### config.mk
export PLATFORM = sky130hd
export DESIGN_NAME = range_and_center_value_mapper
export DESIGN_NICKNAME = d
export VERILOG_FILES = /design/src/rtl/rcvm_pkg.sv /design/src/rtl/range_and_center_value_mapper.sv
export SDC_FILE = /design/constraint.sdc
export NUM_CORES = 2
export LEC_CHECK = 0
export BUFFER_PORTS_ARGS = -buffer_cell sky130_fd_sc_hd__buf_2
export CORE_MARGIN = 4
export CORE_UTILIZATION = 40
export CTS_BUF_LIST = sky130_fd_sc_hd__clkbuf_8 sky130_fd_sc_hd__clkbuf_16
export DETAILED_ROUTE_END_ITERATION = 8
export GPL_ROUTABILITY_DRIVEN = 0
export GPL_TIMING_DRIVEN = 0
export PLACE_DENSITY = 0.55
export SETUP_SLACK_MARGIN = 0.15
export SYNTH_ARGS = -nofsm -noshare
export SYNTH_HDL_FRONTEND = slang
export SYNTH_SLANG_ARGS = --single-unit
export TNS_END_PERCENT = 1
### constraint.sdc
create_clock -name clk_i -period 10.5 [get_ports clk_i]
set_input_delay 1.05 -clock clk_i [delete_from_list [all_inputs] [get_ports clk_i]]
set_output_delay 1.05 -clock clk_i [all_outputs]
set_load 0.1 [all_outputs]
### src/rtl/rcvm_pkg.sv
// Shared types, register and mode codes, and helpers for the range and center value mapper.
// No dependencies.
package rcvm_pkg;

  localparam int unsigned DATA_WIDTH = 32;
  localparam int unsigned ADDR_WIDTH = 5;
  localparam int unsigned DIV_STEPS  = 64;
  localparam int unsigned CNT_WIDTH  = $clog2(DIV_STEPS);

  typedef enum logic [1:0] {
    MODE_LINEAR  = 2'd0,
    MODE_CTR_NEG = 2'd1,
    MODE_CTR_POS = 2'd2,
    MODE_HOLD    = 2'd3
  } map_mode_e;

  typedef enum logic [2:0] {
    REG_MAP_MODE    = 3'd0,
    REG_SOURCE      = 3'd1,
    REG_PARAM_ONE   = 3'd2,
    REG_PARAM_TWO   = 3'd3,
    REG_PARAM_THREE = 3'd4,
    REG_PARAM_FOUR  = 3'd5,
    REG_DEAD_ZONE   = 3'd6
  } cfg_reg_e;

  typedef enum logic [3:0] {
    ST_IDLE,
    ST_PREP,
    ST_MAG,
    ST_MUL,
    ST_DIV,
    ST_SIGN,
    ST_FIN,
    ST_ZONE,
    ST_SEL,
    ST_DONE
  } state_e;

  // keep the low DATA_WIDTH bits, sign extend to 32
  function automatic logic [31:0] fit_width(input logic [63:0] v);
    logic signed [DATA_WIDTH-1:0] low;
    low = v[DATA_WIDTH-1:0];
    return 32'(low);
  endfunction

  function automatic logic [31:0] mag33(input logic signed [32:0] v);
    logic signed [32:0] neg;
    neg = -v;
    return v[32] ? neg[31:0] : v[31:0];
  endfunction

endpackage

### src/rtl/range_and_center_value_mapper.sv
// Range and center value mapper: linear range map, center-side map or hold of one sample.
// Uses rcvm_pkg. Shared 32x32 multiplier feeding a radix-2 64/32 divider.
// The divider runs 64 steps. Hold and digital-source beats, linear beats with equal input
// bounds, and center beats with a zero side range skip the multiply and divide. A new beat is
// accepted in the cycle after the result loads; no new sample is taken while one is in flight.
// Reset: asynchronous, active low; config registers and last output clear to 0.
module range_and_center_value_mapper (
  input  logic                             clk_i,
  input  logic                             rst_ni,
  input  logic                             in_valid_i,
  output logic                             in_ready_o,
  input  logic signed [31:0]               raw_value_i,
  output logic                             out_valid_o,
  input  logic                             out_ready_i,
  output logic signed [31:0]               mapped_value_o,
  output logic                             held_o,
  input  logic                             psel,
  input  logic                             penable,
  input  logic                             pwrite,
  input  logic [rcvm_pkg::ADDR_WIDTH-1:0]  paddr,
  input  logic [31:0]                      pwdata,
  output logic [31:0]                      prdata,
  output logic                             pready
);
  import rcvm_pkg::*;

  map_mode_e          map_mode_q;
  logic               source_q;
  logic signed [31:0] p1_q, p2_q, p3_q, p4_q, dz_q;
  logic [31:0]        last_q;

  state_e             state_q, state_d;
  logic signed [31:0] x_q;
  logic signed [32:0] a_q, b_q, c_q;
  logic [31:0]        mag_a_q, mag_b_q, mag_c_q;
  logic               neg_q;
  logic [63:0]        quo_q;
  logic [31:0]        rem_q;
  logic [CNT_WIDTH-1:0] cnt_q;
  logic signed [63:0] n_q;
  logic [31:0]        res_q;
  logic               held_q;
  logic               out_valid_q;
  logic signed [31:0] mapped_q;
  logic               held_out_q;

  logic               cfg_wr;
  logic [2:0]         cfg_idx;
  logic               early_exit, zero_range, x_le_c, is_center;
  logic signed [31:0] ctr_range;
  logic [32:0]        trial, diff;
  logic               ge;
  logic signed [63:0] p4_64, p4_neg64;
  logic signed [33:0] n34, dz34, dz_neg34;
  logic [33:0]        n_neg34;
  logic               in_zone;
  logic               out_load;

  assign pready  = 1'b1;
  assign cfg_wr  = psel && penable && pwrite && pready;
  assign cfg_idx = paddr[ADDR_WIDTH-1:2];

  always_comb begin
    case (cfg_idx)
      REG_MAP_MODE:    prdata = {30'd0, map_mode_q};
      REG_SOURCE:      prdata = {31'd0, source_q};
      REG_PARAM_ONE:   prdata = p1_q;
      REG_PARAM_TWO:   prdata = p2_q;
      REG_PARAM_THREE: prdata = p3_q;
      REG_PARAM_FOUR:  prdata = p4_q;
      REG_DEAD_ZONE:   prdata = dz_q;
      default:         prdata = 32'd0;
    endcase
  end

  always_ff @(posedge clk_i or negedge rst_ni) begin
    if (!rst_ni) begin
      map_mode_q <= MODE_LINEAR;
      source_q   <= 1'b0;
      p1_q       <= '0;
      p2_q       <= '0;
      p3_q       <= '0;
      p4_q       <= '0;
      dz_q       <= '0;
    end else if (cfg_wr) begin
      case (cfg_idx)
        REG_MAP_MODE:    map_mode_q <= map_mode_e'(pwdata[1:0]);
        REG_SOURCE:      source_q   <= pwdata[0];
        REG_PARAM_ONE:   p1_q       <= pwdata;
        REG_PARAM_TWO:   p2_q       <= pwdata;
        REG_PARAM_THREE: p3_q       <= pwdata;
        REG_PARAM_FOUR:  p4_q       <= pwdata;
        REG_DEAD_ZONE:   dz_q       <= pwdata;
        default: ;
      endcase
    end
  end

  // decode of the item
  assign is_center  = (map_mode_q == MODE_CTR_NEG) || (map_mode_q == MODE_CTR_POS);
  assign x_le_c     = x_q <= p1_q;
  assign ctr_range  = x_le_c ? p2_q : p3_q;
  assign early_exit = !source_q || (map_mode_q == MODE_HOLD) ||
                      ((map_mode_q == MODE_LINEAR) && (p2_q == p1_q));
  assign zero_range = is_center && (ctr_range == 32'sd0);

  // divider step
  assign trial = {rem_q, quo_q[63]};
  assign ge    = trial >= {1'b0, mag_c_q};
  assign diff  = trial - {1'b0, mag_c_q};

  // clamp and dead zone
  assign p4_64    = 64'(p4_q);
  assign p4_neg64 = -p4_64;
  assign n34      = n_q[33:0];
  assign dz34     = 34'(dz_q);
  assign dz_neg34 = -dz34;
  assign n_neg34  = -n34;
  assign in_zone  = (n34 > dz_neg34) && (n34 < dz34);

  always_comb begin
    state_d = state_q;
    case (state_q)
      ST_IDLE: if (in_valid_i) state_d = ST_PREP;
      ST_PREP: begin
        if (early_exit) state_d = ST_DONE;
        else if (zero_range) state_d = ST_FIN;
        else state_d = ST_MAG;
      end
      ST_MAG:  state_d = ST_MUL;
      ST_MUL:  state_d = ST_DIV;
      ST_DIV:  if (cnt_q == CNT_WIDTH'(DIV_STEPS - 1)) state_d = ST_SIGN;
      ST_SIGN: state_d = ST_FIN;
      ST_FIN:  state_d = is_center ? ST_ZONE : ST_DONE;
      ST_ZONE: state_d = ST_SEL;
      ST_SEL:  state_d = ST_DONE;
      ST_DONE: if (out_load) state_d = ST_IDLE;
      default: state_d = ST_IDLE;
    endcase
  end

  always_comb begin
    in_ready_o = (state_q == ST_IDLE);
    out_load   = (state_q == ST_DONE) && (!out_valid_q || out_ready_i);
  end

  always_ff @(posedge clk_i or negedge rst_ni) begin
    if (!rst_ni) begin
      state_q     <= ST_IDLE;
      out_valid_q <= 1'b0;
      last_q      <= '0;
    end else begin
      state_q <= state_d;
      if (out_load) begin
        out_valid_q <= 1'b1;
        last_q      <= res_q;
      end else if (out_ready_i) begin
        out_valid_q <= 1'b0;
      end
    end
  end

  always_ff @(posedge clk_i) begin
    case (state_q)
      ST_IDLE: begin
        if (in_valid_i) x_q <= fit_width(64'(raw_value_i));
      end
      ST_PREP: begin
        held_q <= source_q && early_exit;
        n_q    <= '0;
        a_q    <= 33'(x_q) - 33'(p1_q);
        if (!source_q) begin
          res_q <= '0;
        end else if (early_exit) begin
          res_q <= last_q;
        end
        if (map_mode_q == MODE_LINEAR) begin
          b_q <= 33'(p4_q) - 33'(p3_q);
          c_q <= 33'(p2_q) - 33'(p1_q);
        end else begin
          b_q <= 33'(p4_q);
          c_q <= 33'(ctr_range);
        end
      end
      ST_MAG: begin
        mag_a_q <= mag33(a_q);
        mag_b_q <= mag33(b_q);
        mag_c_q <= mag33(c_q);
        neg_q   <= a_q[32] ^ b_q[32] ^ c_q[32];
      end
      ST_MUL: begin
        quo_q <= 64'(mag_a_q) * 64'(mag_b_q);
        rem_q <= '0;
        cnt_q <= '0;
      end
      ST_DIV: begin
        rem_q <= ge ? diff[31:0] : trial[31:0];
        quo_q <= {quo_q[62:0], ge};
        cnt_q <= cnt_q + 1'b1;
      end
      ST_SIGN: begin
        n_q <= neg_q ? -$signed(quo_q) : $signed(quo_q);
      end
      ST_FIN: begin
        if (is_center) begin
          if (n_q > p4_64) n_q <= p4_64;
          else if (n_q < p4_neg64) n_q <= p4_neg64;
        end else begin
          res_q <= fit_width(n_q + 64'(p3_q));
        end
      end
      ST_ZONE: begin
        if (in_zone) n_q <= '0;
      end
      ST_SEL: begin
        if (map_mode_q == MODE_CTR_NEG) begin
          res_q <= (n34 <= 34'sd0) ? fit_width(64'(n_neg34)) : 32'd0;
        end else begin
          res_q <= (n34 > 34'sd0) ? fit_width(64'(n34)) : 32'd0;
        end
      end
      ST_DONE: begin
        if (out_load) begin
          mapped_q   <= res_q;
          held_out_q <= held_q;
        end
      end
      default: ;
    endcase
  end

  assign out_valid_o    = out_valid_q;
  assign mapped_value_o = mapped_q;
  assign held_o         = held_out_q;

endmodule
==> results by group <==
Timing
  – Max-slew violations: 0
  – Relative slew slack: 3.78%
  – RSZ-0062 raised after global routing: false
  – Setup TNS Final: 0 ns
  – Fmax: 99.8 MHz
  – Setup ws final: 0.485 ns
  – Final Hold Viols: 0
  – Skew final: 0.0434 ns
  – Setup violators final: 0
  – Min Hold Slack: 0.382 ns
  – Slew @ Worst Pin: 1.43 ns
  – Tcrit/Tclk final: 95.4%
  – Tmin final: 10.02 ns

Clock network
  – Clock sink total: 660
  – H-tree lvl count: 3
  – Worst-path clk slew: 0.06 ns
  – CTS tree: done
  – CTS Buf Count: 75
  – Clock Tree Buf Depth: 3
  – Cts hold-fix bufs: 0
  – Root Driver: clkbuf_16
  – Clk Latency, worst-skew pair: 0.70 ns

Place
  – Setup WS pre-CTS: 0.513 ns
  – PortBufs: 140
  – Cell Area, Placed: 0.0817 mm^2
  – Final HPWL from detailed placement: 242 mm

Setup path
  – CP max stage delay: 0.88 ns
  – Setup crit end kind: flip-flop
  – Critical path's slowest cell: o41ai_1
  – Cell mode on critical path: fa_1
  – Reg-to-reg setup timing slack: 0.48 ns
  – Worst EP required: 10.97 ns
  – Worst Setup Start Kind: flip-flop
  – Crit Path Max Fanout: 10
  – Worst Path Arrival: 10.49 ns
  – Worst Setup Path Type: reg2reg

Cells and area
  – Area delta synth->final: 9.04%
  – Commonest non-fill, non-tap cell in the layout: inv_1
  – NumNets Final: 10,000
  – Most frequent cells in the layout: 1,177 x inv_1, 932 x nand2_1, 901 x fa_1
  – Design area: 0.0843 mm^2
  – Layout cell share with drive strength beyond 1: 4.97%

Routing
  – Routed Antenna Nets: 0
  – Routed Wire Length: 291 mm
  – First DRT Iteration DRCs: 5,803
  – Mean routed wirelength per cell: 26.3 um
  – Vias: 62,600
  – Drt pass-1 iters: 7
  – Residual DRC: 0
  – Via density per instance: 5.67

Floorplan
  – Die H: 448 um
  – I/O pins: 144
  – Die extent in x: 448 um
  – Core area: 0.192 mm^2
  – # rows: 161
  – Initial Utilization: 40.2%
  – Die footprint: 0.200 mm^2

Logic synthesis
  – Netlist area before placement: 0.0773 mm^2
  – Distinct cells, synth: 82
  – Post-synthesis cell count: 8,179
  – Ys async rst share: 30.3%
  – Synthesized Nets: 9,784
  – Post-synthesis register bit count: 660
  – Sequential fraction of the synthesis area: 24.4%
  – Ys flop type: edfxtp_1
  – EDFF count, synth: 460
  – Synth warn: 0
  – Mean area per synthesized cell: 9.45 um^2

GRT
  – Total gr overflow: 0
  – Largest net degree at the start of global routing: 108
  – Global-route wire length before repair: 428 mm
  – Vias in the first global route: 64,000
  – GRT Util Overall: 29.0%
  – Initial antenna violation count: 19

Run status
  – Status: completed

Worst hold path
  – HP Class: in2async

Flow run
  – MaxCap Viol Count: 0
==> cells by family after synthesis <==
family | share of synthesized area (%)
fa+ha+maj | 33.5
xor+xnor | 5.03
buf+inv | 7.48
compound gates | 11.9
simple gates | 15.4
other cells | 0.00485
flops | 24.4
mux | 2.35
==> repair_timing <==
| item | in CTS | in global routing |
|---|---|---|
| resized for setup | 0 | 2 |
| setup endpoints to repair | 0 | 3 |
| setup buffers | 0 | 1 |
==> per-layer routing <==
metal  GRT usage [%]  routed length, um  vias up
met5               0                 36        -
met1            36.5             115000    31500
met3            4.69              21100      680
met4            18.4              21900        6
li1                -                  -    27700
met2            46.7             132000     2656
==> cell usage after synthesis, types with 22 or more instances <==
| cell type | count | share of area [%] |
|---|---|---|
| ha_1 | 628 | 10 |
| o31ai_1 | 76 | 0.74 |
| o211ai_1 | 31 | 0.30 |
| inv_1 | 1168 | 5.7 |
| nor4_1 | 48 | 0.39 |
| o21a_1 | 36 | 0.35 |
| mux2i_1 | 99 | 1.3 |
| xnor2_1 | 290 | 3.3 |
| nand2_1 | 932 | 4.5 |
| mux2_2 | 73 | 1.1 |
| a22o_1 | 33 | 0.37 |
| nor2b_1 | 46 | 0.37 |
| nand3_1 | 83 | 0.54 |
| nand4_1 | 74 | 0.60 |
| o21bai_1 | 34 | 0.33 |
| o21ai_0 | 460 | 3.0 |
| or3_1 | 54 | 0.44 |
| dfrtp_1 | 200 | 6.5 |
| xor2_1 | 154 | 1.7 |
| a21o_1 | 174 | 1.7 |
| o41ai_1 | 22 | 0.25 |
| nor2_1 | 277 | 1.3 |
| edfxtp_1 | 460 | 18 |
| a211oi_1 | 34 | 0.33 |
| fa_1 | 901 | 23 |
| clkbuf_1 | 349 | 1.7 |
| nand2b_1 | 52 | 0.42 |
| o22ai_1 | 40 | 0.32 |
| a221o_1 | 36 | 0.47 |
| or4_1 | 36 | 0.35 |
| and2_1 | 608 | 4.9 |
| a21oi_1 | 324 | 2.1 |
| nor3_1 | 71 | 0.46 |
| and3_1 | 39 | 0.32 |
==> critical path: cells and delay by family, from the launching register on <==
family | cells | cell delay [ns]
AOI/OAI and AO/OA | 5 | 2.34
DFF | 1 | 0.81
muxes | 1 | 0.30
buffers and inverters | 6 | 1.13
and+or+nand+nor | 4 | 0.87
adders and majority gates | 9 | 4.33
==> state kept, by name (all words and copies together), names as in the netlist, 4 cells and up <==
| register | cells |
|---|---|
| a_q | 33 |
| rem_q | 32 |
| state_q | 4 |
| b_q | 33 |
| x_q | 32 |
| last_q | 32 |
| mag_a_q | 32 |
| n_q | 64 |
| cnt_q | 6 |
| p3_q | 32 |
| p1_q | 32 |
| quo_q | 64 |
| dz_q | 32 |
| res_q | 32 |
| mag_b_q | 32 |
| c_q | 33 |
| p2_q | 32 |
| mapped_value_o | 32 |
| p4_q | 32 |
| mag_c_q | 32 |
==> cell type report <==
cell class / count / area, um^2
fillers: 18700 / 108000
multi-input cells: 5982 / 52700
flip-flops and latches: 660 / 18800
inverters: 1169 / 4390
well taps: 2526 / 3160
clock buffers: 83 / 2010
plain buffers: 368 / 1400
repair buffers: 173 / 1190
clock inverters: 54 / 527
diodes: 13 / 32.5
==> worst paths after layout <==
check                                startpoint                           to  cells past startpoint
min reg2reg                  res_q[7]$_DFFE_PP_  mapped_value_o[7]$_DFFE_PP_                      0
min in group clk_i           res_q[7]$_DFFE_PP_  mapped_value_o[7]$_DFFE_PP_                      0
max                        mag_a_q[4]$_DFFE_PP_          quo_q[43]$_DFFE_PP_                     25
min                                      rst_ni        last_q[2]$_DFFE_PN0P_                      2
max in group asynchronous                rst_ni         p4_q[29]$_DFFE_PN0P_                      3
max reg2reg                mag_a_q[4]$_DFFE_PP_          quo_q[43]$_DFFE_PP_                     25
==> through the flow <==
step                      utilization (%)  cells
final                                43.8  11000
after global routing                 43.8  11000
after CTS                            43.8  11000
after detailed placement             42.4  10900
after global placement               42.2  10800
after floorplan                         -   8179
Power is not shown: default switching activity piles up to over one toggle a cycle in this logic, so the estimate is an artifact.
